**config.mk**
```make
export PLATFORM = sky130hd
export DESIGN_NAME = lru_page_replacement_unit
export DESIGN_NICKNAME = d
export VERILOG_FILES = /design/src/rtl/lru_pkg.sv /design/src/rtl/lru_page_replacement_unit.sv /design/src/rtl/lru_lookup.sv /design/src/rtl/lru_frames.sv
export VERILOG_INCLUDE_DIRS = /design/src /design/src/rtl
export SDC_FILE = /design/constraint.sdc
export NUM_CORES = 1
export LEC_CHECK = 0
export BUFFER_PORTS_ARGS = -buffer_cell sky130_fd_sc_hd__buf_2
export CAP_MARGIN = 25
export CORE_MARGIN = 5
export CORE_UTILIZATION = 35
export CTS_BUF_LIST = sky130_fd_sc_hd__clkbuf_4
export DETAILED_ROUTE_END_ITERATION = 12
export GPL_TIMING_DRIVEN = 0
export PLACE_DENSITY = 0.63
export SLEW_MARGIN = 20
export SYNTH_ARGS = -nofsm -noshare
export SYNTH_HDL_FRONTEND = slang
export SYNTH_SLANG_ARGS = --single-unit
```
**constraint.sdc**
```tcl
create_clock -name clk -period 12.9 [get_ports clk]
set_input_delay 1.29 -clock clk [delete_from_list [all_inputs] [get_ports clk]]
set_output_delay 1.29 -clock clk [all_outputs]
set_load 0.1 [all_outputs]
```
**src/rtl/lru_page_replacement_unit_defines.svh**
```systemverilog
// assertion macros for the lru page replacement unit
// no dependencies; included by the top level
`ifndef LRU_PAGE_REPLACEMENT_UNIT_DEFINES_SVH
`define LRU_PAGE_REPLACEMENT_UNIT_DEFINES_SVH

`ifndef NO_ASSERTIONS

// antecedent implies consequent in the same cycle
`define LRU_ASSERT_NOW(label, clk, rst_n, ante, cons) \
	label: assert property (@(posedge clk) disable iff (!rst_n) (ante) |-> (cons)) \
		else $error("lru assertion failed");

// antecedent implies consequent in the next cycle
`define LRU_ASSERT_NEXT(label, clk, rst_n, ante, cons) \
	label: assert property (@(posedge clk) disable iff (!rst_n) (ante) |=> (cons)) \
		else $error("lru assertion failed");

`else

`define LRU_ASSERT_NOW(label, clk, rst_n, ante, cons)
`define LRU_ASSERT_NEXT(label, clk, rst_n, ante, cons)

`endif

`endif

```
**src/rtl/lru_pkg.sv**
```systemverilog
// shared constants and types of the lru page replacement unit
// no dependencies
package lru_pkg;

	localparam int FRAMES_DEF    = 8;
	localparam int PAGE_BITS_DEF = 16;
	localparam int FRAME_SLOT_W  = 3;
	localparam int CFG_W         = 4;
	localparam int FAULT_W       = 32;

	localparam logic [CFG_W-1:0] FRAMES_IN_USE_RST = 4'd8;

	// what the lookup decided for one reference
	typedef struct packed {
		logic hit;    // page resident in an active frame
		logic fill;   // miss, loaded into an empty frame
		logic evict;  // miss, replaced the least recently used frame
	} lookup_t;

endpackage

```
**src/rtl/lru_page_replacement_unit.sv**
```systemverilog
// lru page replacement unit: top level with input and result registers
// depends on lru_pkg, lru_lookup, lru_frames and lru_page_replacement_unit_defines.svh
//
// usage
//   request channel: page_number with req_valid / req_stall; one page reference
//   per transaction. response channel: hit, frame_slot, evicted_valid,
//   evicted_page and fault_total with rsp_valid / rsp_stall.
//   cfg_we / cfg_wdata write frames_in_use (0 acts as 1, above FRAMES as FRAMES);
//   write it only while no reference is in flight.
// pipeline and throughput
//   a reference accepted into the input register is looked up from there, and
//   its result is loaded into the result register once that register is free,
//   which raises rsp_valid. one transaction per cycle sustained while rsp_stall is
//   low: the frame search, rank update and fault count all commit as a result is loaded.
// reset
//   arst_n clears all frames to empty, ranks and fault count to zero and sets
//   frames_in_use to 8; both channels come up empty.
// stall
//   while rsp_stall holds a result, the input register still takes one more
//   transaction; req_stall rises only when that register is full and blocked.
`include "lru_page_replacement_unit_defines.svh"

module lru_page_replacement_unit #(
	parameter int FRAMES    = lru_pkg::FRAMES_DEF,
	parameter int PAGE_BITS = lru_pkg::PAGE_BITS_DEF
) (
	input  logic                                clk,
	input  logic                                arst_n,
	// configuration
	input  logic                                cfg_we,
	input  logic [lru_pkg::CFG_W-1:0]           cfg_wdata,
	// request channel
	input  logic                                req_valid,
	output logic                                req_stall,
	input  logic [PAGE_BITS-1:0]                page_number,
	// response channel
	output logic                                rsp_valid,
	input  logic                                rsp_stall,
	output logic                                hit,
	output logic [lru_pkg::FRAME_SLOT_W-1:0]    frame_slot,
	output logic                                evicted_valid,
	output logic [PAGE_BITS-1:0]                evicted_page,
	output logic [lru_pkg::FAULT_W-1:0]         fault_total
);

	localparam int SLOT_W = (FRAMES > 1) ? $clog2(FRAMES) : 1;
	localparam int EXT_W  = (SLOT_W > lru_pkg::FRAME_SLOT_W) ? SLOT_W : lru_pkg::FRAME_SLOT_W;

	logic [lru_pkg::CFG_W-1:0]        frames_in_use_q;
	logic [lru_pkg::FAULT_W-1:0]      fault_cnt_q;

	logic                             valid_s1;
	logic [PAGE_BITS-1:0]             page_s1;

	logic                             valid_s2;
	logic                             hit_s2;
	logic [lru_pkg::FRAME_SLOT_W-1:0] slot_s2;
	logic                             evicted_valid_s2;
	logic [PAGE_BITS-1:0]             evicted_page_s2;

	logic                             req_accept;
	logic                             rsp_free;
	logic                             update;

	lru_pkg::lookup_t                 lookup;
	logic [SLOT_W-1:0]                slot;
	logic [EXT_W-1:0]                 slot_ext;
	logic [PAGE_BITS-1:0]             victim_page;

	logic [PAGE_BITS-1:0]             frame_page  [FRAMES];
	logic [FRAMES-1:0]                frame_valid;
	logic [SLOT_W-1:0]                frame_rank  [FRAMES];

	// handshake: result register frees when empty or being taken
	assign rsp_free   = !valid_s2 || !rsp_stall;
	assign req_stall  = valid_s1 && !rsp_free;
	assign req_accept = req_valid && !req_stall;
	// the reference in the input register commits its state change now
	assign update     = valid_s1 && rsp_free;

	always_ff @(posedge clk or negedge arst_n) begin
		if (!arst_n) begin
			frames_in_use_q <= lru_pkg::FRAMES_IN_USE_RST;
		end else if (cfg_we) begin
			frames_in_use_q <= cfg_wdata;
		end
	end

	// input register: filled on acceptance, emptied when its reference commits
	always_ff @(posedge clk or negedge arst_n) begin
		if (!arst_n) begin
			valid_s1 <= 1'b0;
		end else if (req_accept || update) begin
			valid_s1 <= req_accept;
		end
	end

	always_ff @(posedge clk) begin
		if (req_accept) begin
			page_s1 <= page_number;
		end
	end

	lru_lookup #(
		.FRAMES    (FRAMES),
		.PAGE_BITS (PAGE_BITS),
		.SLOT_W    (SLOT_W)
	) u_lookup (
		.frames_in_use (frames_in_use_q),
		.page          (page_s1),
		.frame_page    (frame_page),
		.frame_valid   (frame_valid),
		.frame_rank    (frame_rank),
		.lookup        (lookup),
		.slot          (slot),
		.evicted_page  (victim_page)
	);

	lru_frames #(
		.FRAMES    (FRAMES),
		.PAGE_BITS (PAGE_BITS),
		.SLOT_W    (SLOT_W)
	) u_frames (
		.clk         (clk),
		.arst_n      (arst_n),
		.update      (update),
		.lookup      (lookup),
		.slot        (slot),
		.page        (page_s1),
		.frame_page  (frame_page),
		.frame_valid (frame_valid),
		.frame_rank  (frame_rank)
	);

	// saturating fault count; it only moves when a result is loaded, so it
	// also serves as the fault_total of the result being held
	always_ff @(posedge clk or negedge arst_n) begin
		if (!arst_n) begin
			fault_cnt_q <= '0;
		end else if (update && !lookup.hit && (fault_cnt_q != '1)) begin
			fault_cnt_q <= fault_cnt_q + lru_pkg::FAULT_W'(1);
		end
	end

	assign slot_ext = EXT_W'(slot);

	// result register
	always_ff @(posedge clk or negedge arst_n) begin
		if (!arst_n) begin
			valid_s2 <= 1'b0;
		end else if (rsp_free) begin
			valid_s2 <= valid_s1;
		end
	end

	always_ff @(posedge clk) begin
		if (update) begin
			hit_s2           <= lookup.hit;
			slot_s2          <= slot_ext[lru_pkg::FRAME_SLOT_W-1:0];
			evicted_valid_s2 <= lookup.evict;
			evicted_page_s2  <= victim_page;
		end
	end

	assign rsp_valid     = valid_s2;
	assign hit           = hit_s2;
	assign frame_slot    = slot_s2;
	assign evicted_valid = evicted_valid_s2;
	assign evicted_page  = evicted_page_s2;
	assign fault_total   = fault_cnt_q;

	// a hit never replaces a page
	`LRU_ASSERT_NOW(a_hit_no_evict, clk, arst_n, valid_s2 && hit_s2, !evicted_valid_s2)
	// every reported miss has been counted
	`LRU_ASSERT_NOW(a_miss_counted, clk, arst_n, valid_s2 && !hit_s2, fault_cnt_q != '0)
	// frames never empty again once filled
	`LRU_ASSERT_NEXT(a_valid_grow, clk, arst_n, 1'b1,
		($past(frame_valid) & ~frame_valid) == '0)
	// a hit leaves the fault count alone
	`LRU_ASSERT_NEXT(a_hit_no_fault, clk, arst_n, update && lookup.hit,
		fault_cnt_q == $past(fault_cnt_q))

endmodule

```
**src/rtl/lru_lookup.sv**
```systemverilog
// frame search: hit match, lowest empty frame, lru victim and slot choice
// depends on lru_pkg
module lru_lookup #(
	parameter int FRAMES    = lru_pkg::FRAMES_DEF,
	parameter int PAGE_BITS = lru_pkg::PAGE_BITS_DEF,
	parameter int SLOT_W    = (FRAMES > 1) ? $clog2(FRAMES) : 1
) (
	input  logic [lru_pkg::CFG_W-1:0] frames_in_use,
	input  logic [PAGE_BITS-1:0]      page,
	input  logic [PAGE_BITS-1:0]      frame_page [FRAMES],
	input  logic [FRAMES-1:0]         frame_valid,
	input  logic [SLOT_W-1:0]         frame_rank [FRAMES],
	output lru_pkg::lookup_t          lookup,
	output logic [SLOT_W-1:0]         slot,
	output logic [PAGE_BITS-1:0]      evicted_page
);

	localparam int AW = 8;

	logic [FRAMES-1:0] active;
	logic [FRAMES-1:0] hit_vec;
	logic [FRAMES-1:0] empty_vec;
	logic [SLOT_W-1:0] hit_slot;
	logic [SLOT_W-1:0] empty_slot;
	logic [SLOT_W-1:0] victim_slot;
	logic [SLOT_W-1:0] victim_rank;

	// frame 0 always takes part; a count above FRAMES covers all frames
	always_comb begin
		for (int i = 0; i < FRAMES; i++) begin
			active[i]    = (i == 0) || (AW'(frames_in_use) > AW'(i));
			hit_vec[i]   = active[i] && frame_valid[i] && (frame_page[i] == page);
			empty_vec[i] = active[i] && !frame_valid[i];
		end
	end

	// lowest index wins
	always_comb begin
		hit_slot   = '0;
		empty_slot = '0;
		for (int i = FRAMES - 1; i >= 0; i--) begin
			if (hit_vec[i]) begin
				hit_slot = SLOT_W'(i);
			end
			if (empty_vec[i]) begin
				empty_slot = SLOT_W'(i);
			end
		end
	end

	// oldest active frame, ties to the lower index
	always_comb begin
		victim_slot = '0;
		victim_rank = frame_rank[0];
		for (int i = 1; i < FRAMES; i++) begin
			if (active[i] && (frame_rank[i] > victim_rank)) begin
				victim_rank = frame_rank[i];
				victim_slot = SLOT_W'(i);
			end
		end
	end

	always_comb begin
		lookup.hit   = |hit_vec;
		lookup.fill  = !(|hit_vec) && (|empty_vec);
		lookup.evict = !(|hit_vec) && !(|empty_vec);
		priority if (lookup.hit) begin
			slot = hit_slot;
		end else if (lookup.fill) begin
			slot = empty_slot;
		end else begin
			slot = victim_slot;
		end
		evicted_page = lookup.evict ? frame_page[victim_slot] : '0;
	end

endmodule

```
**src/rtl/lru_frames.sv**
```systemverilog
// frame storage: page numbers, valid bits and recency ranks with their update
// depends on lru_pkg
module lru_frames #(
	parameter int FRAMES    = lru_pkg::FRAMES_DEF,
	parameter int PAGE_BITS = lru_pkg::PAGE_BITS_DEF,
	parameter int SLOT_W    = (FRAMES > 1) ? $clog2(FRAMES) : 1
) (
	input  logic                  clk,
	input  logic                  arst_n,
	input  logic                  update,
	input  lru_pkg::lookup_t      lookup,
	input  logic [SLOT_W-1:0]     slot,
	input  logic [PAGE_BITS-1:0]  page,
	output logic [PAGE_BITS-1:0]  frame_page [FRAMES],
	output logic [FRAMES-1:0]     frame_valid,
	output logic [SLOT_W-1:0]     frame_rank [FRAMES]
);

	localparam logic [SLOT_W-1:0] RANK_MAX = SLOT_W'(FRAMES - 1);

	logic [PAGE_BITS-1:0] page_q  [FRAMES];
	logic [FRAMES-1:0]    valid_q;
	logic [SLOT_W-1:0]    rank_q  [FRAMES];
	logic [SLOT_W-1:0]    rank_d  [FRAMES];
	logic [SLOT_W-1:0]    rank_sel;

	// fill ages every valid frame (saturating); a touch ages frames younger than the slot
	always_comb begin
		rank_sel = rank_q[slot];
		for (int i = 0; i < FRAMES; i++) begin
			rank_d[i] = rank_q[i];
			if (lookup.fill) begin
				if (valid_q[i] && (rank_q[i] < RANK_MAX)) begin
					rank_d[i] = rank_q[i] + SLOT_W'(1);
				end
			end else if (valid_q[i] && (rank_q[i] < rank_sel)) begin
				rank_d[i] = rank_q[i] + SLOT_W'(1);
			end
			if (SLOT_W'(i) == slot) begin
				rank_d[i] = '0;
			end
		end
	end

	always_ff @(posedge clk or negedge arst_n) begin
		if (!arst_n) begin
			valid_q <= '0;
			for (int i = 0; i < FRAMES; i++) begin
				rank_q[i] <= '0;
			end
		end else if (update) begin
			rank_q <= rank_d;
			valid_q[slot] <= 1'b1;
		end
	end

	always_ff @(posedge clk) begin
		if (update && !lookup.hit) begin
			page_q[slot] <= page;
		end
	end

	assign frame_page  = page_q;
	assign frame_valid = valid_q;
	assign frame_rank  = rank_q;

endmodule

```
# Word-level counts from Yosys, hierarchy flattened
# Index checks and enable logic that the tools add are counted.
[totals]
regBits = 235
inputBits = 25
output_inout_bits = 55
[classes]
add_sub_neg = 9
order_cmp = 35
eq_ne = 24
mux = 74
bitwise = 3
reduce_logical = 89
[op_table]
columns = ["cell", "count"]
rows = [
  ["two-way mux 3 bit", 62],
  ["bitwise mux 128 bit", 1],
  ["== test 16 bit", 8],
  ["logical AND 1 bit", 54],
  ["binary-select mux 16 bit (select 3 bit)", 1],
  ["demux 16 bit (select 3 bit)", 1],
  ["two-way mux 16 bit", 3],
  ["adder 32 x 1 -> 32 bit (second input constant)", 1],
  ["inequality test 32 bit (second input constant)", 1],
  ["adder 3 x 1 -> 3 bit (second input constant)", 8],
  ["< comparator 3 bit", 8],
  ["< comparator 3 bit (second input constant)", 8],
  ["inequality test 3 x 1 -> 1 bit (second input constant)", 8],
  ["AND reduction 3 bit", 8],
  ["nonzero test 3 bit", 8],
  ["greater-than comparator 3 bit", 7],
  ["greater-than comparator 4 x 3 -> 1 bit (second input constant)", 4],
  ["OR reduction 8 bit", 2],
  ["zero test 1 bit", 14],
  ["== test 3 bit (first input constant)", 4],
  ["binary-select mux 3 bit (select 3 bit)", 1],
  [">= comparator 4 bit (second input constant)", 2],
  ["greater-than comparator 4 x 2 -> 1 bit (second input constant)", 2],
  ["NOT 3 -> 4 bit", 2],
  ["other kinds (12)", 16],
]

# Logic depth before layout (Yosys ltp)
# Gate-level depths: netlist (run 1).
[logic_depth]
ltp_word = 32
depth_mapped = 62
mapped_depth_nobuf = 62

# Modules after synthesis
# From an unflattened synthesis (run 1), not the netlist that was laid out.
[unflattened]
hier_cells = 1079
area_unflattened_um2 = 13065.0
[modules_own_cells]
columns = ["module", "instances", "cells_each", "area_each_um2"]
rows = [
  ["lru_frames", 1, 361, 6206.0],
  ["lru_lookup", 1, 524, 3926.3],
  ["lru_page_replacement_unit", 1, 194, 2932.8],
]

# Least setup slack after synthesis (run 1)
# No wires, ideal clock.
[synth_path]
path_kind = "register to register"
startpoint = "register u_frames.rank_q, in the netlist u_frames.frame_rank[23]"
endpoint = "register u_frames.rank_q, in the netlist u_frames.frame_rank[10]"
setup_ps = 122
t_arrival_ps = 11280
path_slack_ps = 1498
stages_incl_launch_ff = 59
period_less_slack_ps = 11402
cell_sequence = "dfrtp_1 inv_1 ha_1 nand3b_1 nand2_1 nand2_1 o21ai_0 ha_1 nor2_1 a31oi_1 o31ai_1 nand2_1 mux2_2 ha_1 nor2_1 nand2_1 a221o_1 nand2_1 (+23 left out) a21o_1 a21oi_1 a311oi_1 nor2_1 nor2_1 o31a_1 nor2_8 buf_1 nor2_1 a211oi_1 a21oi_1 mux2i_1 ha_1 o311ai_0 a311oi_1 nor3b_2 o21ai_0 a32o_1"
[synth_via]
elab_chain_len = 31
[synth_rtl]
columns = ["element", "line_no", "text"]
rows = [
  ["start, declared", "lru_frames.sv:23", "logic [SLOT_W-1:0] rank_q [FRAMES];"],
  ["start signal, assigned", "lru_frames.sv:52", "rank_q <= rank_d;"],
  ["greater-than comparator 3 bit", "lru_lookup.sv:56", "if (active[i] && (frame_rank[i] > victim_rank)) begin"],
  ["logical AND 1 bit", "lru_lookup.sv:56", ""],
  ["two-way mux 3 bit", "lru_lookup.sv:56", ""],
  ["greater-than comparator 3 bit", "lru_lookup.sv:56", ""],
  ["logical AND 1 bit", "lru_lookup.sv:56", ""],
  ["two-way mux 3 bit", "lru_lookup.sv:56", ""],
  ["greater-than comparator 3 bit", "lru_lookup.sv:56", ""],
  ["logical AND 1 bit", "lru_lookup.sv:56", ""],
  ["(+14 left out)", "-", ""],
  ["two-way mux 3 bit", "lru_lookup.sv:67", "priority if (lookup.hit) begin"],
  ["NOT 3 -> 4 bit (implied by the code)", "lru_frames.sv:29", "rank_sel = rank_q[slot];"],
  ["binary-select mux 3 bit (select 3 bit)", "lru_frames.sv:29", ""],
  ["two-way mux 3 bit (implied by the code) (2 in series)", "lru_frames.sv:29", ""],
  ["< comparator 3 bit", "lru_frames.sv:36", "end else if (valid_q[i] && (rank_q[i] < rank_sel)) begin"],
  ["logical AND 1 bit", "lru_frames.sv:36", ""],
  ["nonzero test 3 bit (no line)", "-", ""],
  ["AND reduction 3 bit (no line)", "-", ""],
]
# Parallel ways exist; a longest one is shown, timed or not. The select of a mux whose other input is x is not followed.
# A chain may end at the register's enable or synchronous reset.

# Worst setup path after layout (run 1)
[layout_path]
startpoint = "register u_frames.rank_q, in the netlist u_frames.frame_rank[23]"
endpoint = "register u_frames.rank_q, in the netlist u_frames.frame_rank[0]"
[layout_via]
elab_chain_len = 31
[layout_rtl]
columns = ["element", "line_no", "text"]
rows = [
  ["greater-than comparator 3 bit", "lru_lookup.sv:56", ""],
  ["logical AND 1 bit", "lru_lookup.sv:56", ""],
  ["two-way mux 3 bit", "lru_lookup.sv:56", ""],
  ["greater-than comparator 3 bit", "lru_lookup.sv:56", ""],
  ["logical AND 1 bit", "lru_lookup.sv:56", ""],
  ["two-way mux 3 bit", "lru_lookup.sv:56", ""],
  ["greater-than comparator 3 bit", "lru_lookup.sv:56", ""],
  ["logical AND 1 bit", "lru_lookup.sv:56", ""],
  ["(+15 left out)", "-", ""],
  ["named net slot[0]", "lru_page_replacement_unit.sv:66", "logic [SLOT_W-1:0] slot;"],
  ["NOT 3 -> 4 bit (implied by the code)", "lru_frames.sv:29", ""],
  ["binary-select mux 3 bit (select 3 bit)", "lru_frames.sv:29", ""],
  ["two-way mux 3 bit (implied by the code) (2 in series)", "lru_frames.sv:29", ""],
  ["< comparator 3 bit", "lru_frames.sv:36", ""],
  ["logical AND 1 bit", "lru_frames.sv:36", ""],
  ["nonzero test 3 bit (no line)", "-", ""],
  ["AND reduction 3 bit (no line)", "-", ""],
]
# Mark *: on every way through the listed nets, which the timed path passes. The rest lies on a longest branch. The select of a mux whose other input is x is not followed.

==> flow_summary.toml, run 1 <==
[run_status]
status = "complete, no violations"

[yosys]
seq_area_frac_synth_pct = 49.31
ys_warn_count = 0
synth-edff-count = 165
yosysTopAreaCell = "edfxtp_1"
synth.distinct_cells = 92
synthesis.area_um2 = 13600
syn-instance-count = 1245
async_flop_share_pct = 29.79
synth_ff_type = "edfxtp_1"
synth_area_per_cell_um2 = 10.93
syn-num-nets = 1300
ys_seq_elements = 235
netlist.area_leader.share_pct = 36.43
synth_area_leaders = "edfxtp_1, dfrtp_1, xnor2_1"

[timing]
relSlewSlack_pct = 29.31
holdWs_ns = 0.4760
worst_pin_slew_ns = 1.051
finalSetupViolCount = 0
fmax_mhz = 81.26
hold_viol = 0
report.final.slew_viol_count = 0
period_share_pct = 95.40
finClkSkew_ns = 0.04211
period_needed_ns = 12.31

[layout]
multi_input_area_um2 = 6653
nFillCells = 3837
drive_gt1_share_pct = 23.03
final_cell_mix = "edfxtp_1, nand2_1, xnor2_1"
regArea_um2 = 6711
finalNonFillerCells = 1983
post-route-util_pct = 41.16
areaGrowthSynthToFinish_pct = 16.68
layout_commonest_cell = "edfxtp_1"
nets = 1467

[run]
drv_cap = 0

[worst_setup_path]
arrival_ns = 12.86
endpoint_kind = "flip-flop"
critPathLaunchType = "flip-flop"
path_buf_inv = 5
crit_family = "compound AO/OA/AOI/OAI gates"
worstPathMaxFanout = 10
crit_type = "reg -> reg"
cp_slowest_cell = "dfrtp_2"
cp_data_required_time_ns = 13.46
critical_path.max_stage_delay_ns = 0.41

[route]
post_drt_wl_per_cell_um = 21.19
vias_per_cell = 5.483
drc = 0
routed_wl_um = 42030
drt_iter0_markers = 952
num_vias = 10873
ant_nets = 0
dr.pass1.iters = 5

[floorplan]
ios = 80
die_w_um = 207.1
die_h_um = 207.1
core_um2 = 38560
initial_utilization_pct = 35.28
dieArea_um2 = 42900
row_count = 72

[global_routing]
grt.overflow.total = 0
antenna_found_initial = 2
track_usage_pct = 18.93
first_global_vias = 10692
grt_max_degree = 56
grt_pass1_wl_um = 63780

[clock_network]
cts_buffer_depth = 3
cts_root_buffer = "clkbuf_4"
clock_latency_ns = 0.70
tritoncts = "done"
cts-buffers-inserted = 67
cts_max_level = 3
clk_pin_slew_ns = 0.07
cts_sinks = 235

[worst_hold_path]
hold_path.class = "in -> async"

[placed_design]
numPortBuffers = 79
dpl.hpwl_um = 31830
gp_congestion = 0.9132
numPlacedInstances = 1849
-- state kept, by name, indices dropped and copies added (netlist names) --
name                  cells
u_frames.frame_valid      8
u_frames.frame_rank      24
frame_slot                3
valid_s1                  1
rsp_valid                 1
evicted_valid             1
page_s1                  16
fault_total              32
evicted_page             16
u_frames.frame_page     128
frames_in_use_q           4
hit                       1
-- synthesized netlist by cell type (all sizes together) (10+ instances only) --
cell / number
o211ai: 26
or4: 10
o31ai: 13
nand2: 129
nor2: 69
ha: 30
xor2: 62
o21ai: 73
nand3: 46
dfrtp: 69
buf: 27
mux2i: 36
a31oi: 10
edfxtp: 165
nand2b: 11
clkbuf: 26
xnor2: 96
or3: 10
nor3: 23
a21oi: 32
nor4: 21
mux2: 49
inv: 33
nand4: 48
-- per-stage QoR --
stage          worst slack, ns  cell area [um^2]  TNS (ns)
2_1_floorplan            1.498             13600         0
3_3_place_gp           -0.6798             14650    -15.87
3_5_place_dp           -0.7427             14790    -12.11
4_1_cts                0.05642             15720         0
5_1_grt               -0.01456             15870  -0.01826
6_report                0.5935             15870         0
-- cells by family after synthesis --
| family | after synthesis | synth area share (%) |
|---|---|---|
| AND/OR/NAND/NOR | 413 | 15.72 |
| multiplexers | 85 | 6.761 |
| XOR/XNOR | 158 | 10.17 |
| buffers and inverters | 86 | 2.778 |
| flip-flops | 235 | 49.31 |
| adder cells (fa/ha/maj) | 31 | 2.842 |
| AO/OA/AOI/OAI | 237 | 12.41 |
-- final cells by class --
| cell class | count | share of cell area, % |
|---|---|---|
| Clock inverter | 27 | 1.041 |
| Clock buffer | 93 | 4.399 |
| Inverter | 33 | 0.7805 |
| Multi-Input combinational cell | 924 | 41.92 |
| Buffer | 53 | 1.632 |
| Timing Repair Buffer | 98 | 3.824 |
| Tap cell | 518 | 4.084 |
| Sequential cell | 235 | 42.29 |
| Antenna cell | 2 | 0.03154 |
-- timing repair --
item	4_1_cts	5_1_grt
setup endpoints to repair	24	93
pin swaps	1	7
setup buffers	4	8
gates resized for setup	7	24
hold buffers	0	0
-- worst reg2reg max path, delay by kind of cell, from the launching register on --
kind	cells	cell delay, ns
muxes	5	1.66
buffers and inverters	5	0.96
and+or+nand+nor	20	3.03
AOI/OAI and AO/OA	20	3.62
DFF	1	0.41
adders and majority gates	9	2.55
-- final timing paths --
kind / end / cells past startpoint / slack, ns / start
worst max-delay path: u_frames.frame_rank[0] / 59 / 0.59 / u_frames.frame_rank[23]
worst min-delay path: u_frames.frame_rank[13] / 1 / 0.48 / arst_n
worst max register to register: u_frames.frame_rank[0] / 59 / 0.59 / u_frames.frame_rank[23]
worst min register to register: fault_total[10] / 1 / 0.48 / fault_total[10]
max in group asynchronous: u_frames.frame_rank[3] / 2 / 11.84 / arst_n
min in group clk: fault_total[10] / 1 / 0.48 / fault_total[10]
-- per-layer routing --
metal	GRT usage, %	up-vias	routed length, um
li1	-	5045	-
met1	26.07	5324	18430
met2	30.09	431	19370
met3	3.994	73	3172
met4	5.905	0	1048
met5	0	-	0
Power of run 1 is left out: the tool's default activity adds up to more than one toggle a clock period on the data nets, which glitch-free logic cannot reach.
==> run 2: changes to the inputs <==
--- a/config.mk
+++ b/config.mk
@@ -13,7 +13,7 @@
 export CTS_BUF_LIST = sky130_fd_sc_hd__clkbuf_4
 export DETAILED_ROUTE_END_ITERATION = 12
 export GPL_TIMING_DRIVEN = 0
-export PLACE_DENSITY = 0.63
+export PLACE_DENSITY = 0.65
 export SLEW_MARGIN = 20
 export SYNTH_ARGS = -nofsm -noshare
 export SYNTH_HDL_FRONTEND = slang
==> constraint.sdc (replaced) <==
create_clock -name clk -period 10.2 [get_ports clk]
set_input_delay 1.02 -clock clk [delete_from_list [all_inputs] [get_ports clk]]
set_output_delay 1.02 -clock clk [all_outputs]
set_load 0.1 [all_outputs]
==> run 2 against run 1 <==
Against the previous run:
- the run now ends with negative setup slack left
- critical endpoint is now u_frames.frame_rank[9]
- clock-buffer cell count grew 4
- fmax rose by 13%
- die area unchanged
- global-route usage is 0.44 points higher
- setup slack worse by 1.2 ns
- critical path depth increased by 4
- first-iteration DRC count rose by 6.8%
- largest cell class is now multi-input gates
==> flow_summary.toml, run 2 (synthesis gave the netlist of run 1 again) <==
[route]
drc = 0
num_vias = 11235
post_drt_wl_per_cell_um = 21.07
drt_iter0_markers = 1017
ant_nets = 0
dr.pass1.iters = 5
routed_wl_um = 43230
vias_per_cell = 5.475

[clock_network]
cts_sinks = 235
clk_pin_slew_ns = 0.06
cts_max_level = 3
clock_latency_ns = 0.73
cts_root_buffer = "clkbuf_4"
cts-buffers-inserted = 67
cts_buffer_depth = 3
cts_hold_buf = 0
tritoncts = "done"

[timing]
period_needed_ns = 10.85
rsz0062_at_grt = "true"
report.final.slew_viol_count = 0
worst_slack_ns = -0.6463
finClkSkew_ns = 0.06927
hold_viol = 0
period_share_pct = 106.3
finalSetupViolCount = 34
fmax_mhz = 92.20
relSlewSlack_pct = 33.61
worst_pin_slew_ns = 0.9830

[layout]
final_area_um2 = 17130
layout_commonest_cell = "edfxtp_1"
drive_gt1_share_pct = 31.70
nets = 1537
largest_reg_flops = 128
final_cell_mix = "edfxtp_1, nand2_1, clkbuf_4"
areaGrowthSynthToFinish_pct = 25.93

[global_routing]
grt_max_degree = 55
track_usage_pct = 19.37
grt.overflow.total = 0
grt_pass1_wl_um = 65960
antenna_found_initial = 1
first_global_vias = 11354

[floorplan]
ios = 80
die_w_um = 207.1
dieArea_um2 = 42900
initial_utilization_pct = 35.28
die_h_um = 207.1
core_um2 = 38560
row_count = 72

[placed_design]
dpl.hpwl_um = 31550
dpl_cell_area_um2 = 14990
numPortBuffers = 79
gp_congestion = 0.9496

[worst_setup_path]
endpoint_kind = "flip-flop"
crit_type = "reg -> reg"
cp_common_cell = "ha_4"
cp_slowest_cell = "a311o_1"
worstPathMaxFanout = 6
crit_start = "u_frames.frame_rank[23]"
arrival_ns = 11.42
r2r-end = "u_frames.frame_rank[9]"
reg2reg_from = "u_frames.frame_rank[23]"
critPathLaunchType = "flip-flop"
cp_data_required_time_ns = 10.77
crit_path_end = "u_frames.frame_rank[9]"
critical_path.max_stage_delay_ns = 0.40
r2r_setup_slack_ns = -0.65
r2r_cells = 63

[run_status]
status = "finished, violations left"
failed_checks = "negative setup slack"

[worst_hold_path]
hold_path.class = "in -> async"

[run]
drv_cap = 0
run 2: cell types whose count changed in the layout (fill, tap and decap cells not counted), sizes merged:
cell | before | now
buf | 124 | 196
diode | 2 | 1
inv | 36 | 35
clkbuf | 120 | 122
bufinv | 2 | 3
clkinv | 21 | 17
run 2: critical path, delay by kind of cell, from the launching register on:
kind                       cells  cell delay, ns
adders and majority gates      9            2.26
and+or+nand+nor               22            2.40
buffers and inverters          7            0.73
muxes                          4            1.10
AOI/OAI and AO/OA             21            3.76
DFF                            1            0.39
run 2: how the worst min path moves through the flow:
| stage | start | endpoint | slack (ns) |
|---|---|---|---|
| after floorplan | valid_s1 | rsp_valid | 0.46 |
| after global placement | fault_total[10] | fault_total[10] | 0.47 |
| after detailed placement | fault_total[8] | fault_total[8] | 0.48 |
| after CTS | arst_n | u_frames.frame_rank[17] | 0.14 |
| after global routing | arst_n | u_frames.frame_rank[15] | 0.16 |
| final | arst_n | u_frames.frame_rank[17] | 0.18 |
run 2: final cells by class:
class                           instances  area [um^2]
Inverter                               33        128.9
Clock inverter                         23        178.9
Buffer                                 52        296.5
Tap cell                              518        648.1
Multi-Input combinational cell        924         7208
Timing Repair Buffer                  169         1224
Sequential cell                       235         6714
Fill cell                            3667        21430
Clock buffer                           97        728.2
Antenna cell                            1        2.502
run 2: per-layer routing:
| layer | vias to the layer above | track usage (%) | part of all wire [%] |
|---|---|---|---|
| li1 | 5192 | - | - |
| met3 | 96 | 4.100 | 7.6 |
| met2 | 500 | 30.87 | 46 |
| met4 | 0 | 7.342 | 3.1 |
| met1 | 5447 | 26.06 | 43 |
| met5 | - | 0 | 0 |
run 2: what timing repair did:
action	4_1_cts	5_1_grt
gates resized for setup	84	54
pin swaps	61	23
setup endpoints to repair	177	174
gates cloned	1	0
setup buffers	67	19
run 2: per-stage QoR:
stage          setup slack, ns  hold slack, ns  setup TNS, ns  util, %  instances
2_1_floorplan          -0.4716          0.4564         -8.024        -       1245
4_1_cts                -0.6223          0.1446         -12.74    43.55       2032
3_5_place_dp            -2.084          0.4765        -199.24    38.88       1848
6_report               -0.6463          0.1766         -13.04    44.43       2052
3_3_place_gp            -2.088          0.4652        -264.80    38.56       1842
5_1_grt                 -1.093          0.1597         -50.53    44.43       2052
Power of run 2 is left out for the same reason.
==> run 3: changes to the inputs <==
--- a/config.mk
+++ b/config.mk
@@ -9,11 +9,10 @@
 export BUFFER_PORTS_ARGS = -buffer_cell sky130_fd_sc_hd__buf_2
 export CAP_MARGIN = 25
 export CORE_MARGIN = 5
-export CORE_UTILIZATION = 35
+export CORE_UTILIZATION = 40
 export CTS_BUF_LIST = sky130_fd_sc_hd__clkbuf_4
 export DETAILED_ROUTE_END_ITERATION = 12
-export GPL_TIMING_DRIVEN = 0
-export PLACE_DENSITY = 0.65
+export PLACE_DENSITY = 0.7
 export SLEW_MARGIN = 20
 export SYNTH_ARGS = -nofsm -noshare
 export SYNTH_HDL_FRONTEND = slang
==> run 3 against run 2 <==
Against the previous run:
- the run still ends with negative setup slack left
- highest routed layer unchanged
- critical path type unchanged
- routed wire length decreased by 4.4%
- non-clock buffer count shrank 21
- die area is 12% lower
- critical path depth shrank 3
- sequential share of layout area increased by 0.94 points
==> flow_summary.toml, run 3 (synthesis gave the netlist of run 1 again) <==
[clock_network]
cts_max_level = 3
clock_latency_ns = 0.70
cts_sinks = 235
cts-buffers-inserted = 67
cts_root_buffer = "clkbuf_4"
clk_pin_slew_ns = 0.07
tritoncts = "done"
cts_buffer_depth = 3

[floorplan]
initial_utilization_pct = 40.56
dieArea_um2 = 37790
die_h_um = 194.4
row_count = 67
core_um2 = 33530
ios = 80
die_w_um = 194.4

[run_status]
failed_checks = "negative setup slack"
status = "finished, violations left"

[timing]
fin_tns_setup_ns = -6.693
finalSetupViolCount = 24
period_share_pct = 103.9
rsz0062_at_grt = "true"
report.final.slew_viol_count = 0
worst_slack_ns = -0.3950
finClkSkew_ns = 0.04537
fmax_mhz = 94.38
period_needed_ns = 10.60
worst_pin_slew_ns = 0.9894
relSlewSlack_pct = 33.14
hold_viol = 0
holdWs_ns = 0.1963

[worst_setup_path]
path_buf_inv = 5
cp_slowest_cell = "or4_1"
arrival_ns = 11.19
worstPathMaxFanout = 8
critical_path.max_stage_delay_ns = 0.46
crit_type = "reg -> reg"
r2r-end = "u_frames.frame_rank[17]"
critical_path_depth = 60
cp_common_cell = "nand2_2"
r2r_setup_slack_ns = -0.40
endpoint_kind = "flip-flop"
critPathLaunchType = "flip-flop"
crit_family = "compound AO/OA/AOI/OAI gates"
cp_data_required_time_ns = 10.79
r2r_cells = 60
reg2reg_from = "u_frames.frame_rank[20]"

[layout]
regArea_um2 = 6709
nFillCells = 3051
areaGrowthSynthToFinish_pct = 22.90
multi_input_area_um2 = 7072
finalNonFillerCells = 1959
final_cell_mix = "edfxtp_1, nand2_1, buf_4"
largest_reg_flops = 128
drive_gt1_share_pct = 30.46
layout_commonest_cell = "edfxtp_1"
nets = 1516

[global_routing]
grt.busiest_layer = "met2"
first_global_vias = 11093
use_met1_pct = 29.52
grt_use_met3_pct = 4.467
grt_pass1_wl_um = 63890
grt_max_degree = 71
antenna_found_initial = 1
track_usage_pct = 21.29
grt.overflow.total = 0
met2_usage_pct = 33.35

[route]
drt_iter0_markers = 1036
drc = 0
post_drt_wl_per_cell_um = 21.08
vias_per_cell = 5.728
routed_wl_um = 41300
dr.pass1.iters = 6
ant_nets = 0
num_vias = 11222

[placed_design]
gp_congestion = 0.9415
numPortBuffers = 79
dpl.hpwl_um = 29340
numPlacedInstances = 1814

[worst_hold_path]
hold_path.class = "in -> async"

[run]
drv_cap = 0
## run 3: changes by cell type in the layout (fill, tap and decap cells not counted), moves of 4 or more
cell	delta
buf_4	+33
clkbuf_1	-18
buf_2	-15
clkbuf_4	-7
nor2_1	+7
nor2_4	-7
clkinv_1	+6
buf_8	-5
buf_6	-4
clkbuf_2	-4
dfrtp_1	+4
dfrtp_2	-4
o21ai_0	+4
o21ai_1	-4
## run 3: worst max-delay path by stage
stage | slack (ns) | startpoint | end
finish | -0.40 | u_frames.frame_rank[20] | u_frames.frame_rank[17]
global route | -0.89 | u_frames.frame_rank[20] | u_frames.frame_rank[18]
CTS | -0.27 | u_frames.frame_rank[20] | u_frames.frame_rank[0]
detailed placement | -0.72 | u_frames.frame_rank[23] | u_frames.frame_rank[0]
global placement | -0.28 | u_frames.frame_rank[23] | u_frames.frame_rank[0]
floorplan | -0.47 | u_frames.frame_rank[23] | u_frames.frame_rank[0]
## run 3: timing repair
action | CTS | global route
setup buffers | 18 | 7
hold endpoints to repair | 0 | 0
resized for setup | 45 | 23
hold buffers | 0 | 0
pin swaps | 53 | 12
setup endpoints to repair | 24 | 150
## run 3: worst reg2reg max path: cells and delay by family, from the launching register on
family	cells	cell delay, ns
and+or+nand+nor	21	2.53
DFF	1	0.42
adders and majority gates	9	2.37
AOI/OAI and AO/OA	21	3.46
buffers and inverters	5	0.50
muxes	4	1.21
## run 3: layout make-up
cell class              instances  share of cell area (%)
multi-input cells             924                   42.31
flip-flops and latches        235                   40.13
repair buffers                200                   8.346
clock buffers                  93                   4.177
well taps                     448                   3.353
clock inverters                25                  0.9281
inverters                      33                  0.7410
diodes                          1                 0.01497
## run 3: per-stage QoR
| step | utilization (%) | worst slack [ns] | instance area (um^2) |
|---|---|---|---|
| finish | 49.85 | -0.3950 | 16720 |
| global route | 49.85 | -0.8933 | 16720 |
| detailed placement | 45.59 | -0.7215 | 15290 |
| global placement | 45.59 | -0.2767 | 15290 |
| CTS | 49.24 | -0.2737 | 16510 |
| floorplan | - | -0.4716 | 13820 |
## run 3: routing by layer
| metal | vias to the layer above | routed length (um) |
|---|---|---|
| li1 | 5141 | - |
| met1 | 5476 | 17720 |
| met2 | 523 | 18840 |
| met3 | 82 | 3555 |
| met4 | 0 | 1186 |
| met5 | - | 0 |
Power of run 3 is left out for the same reason.
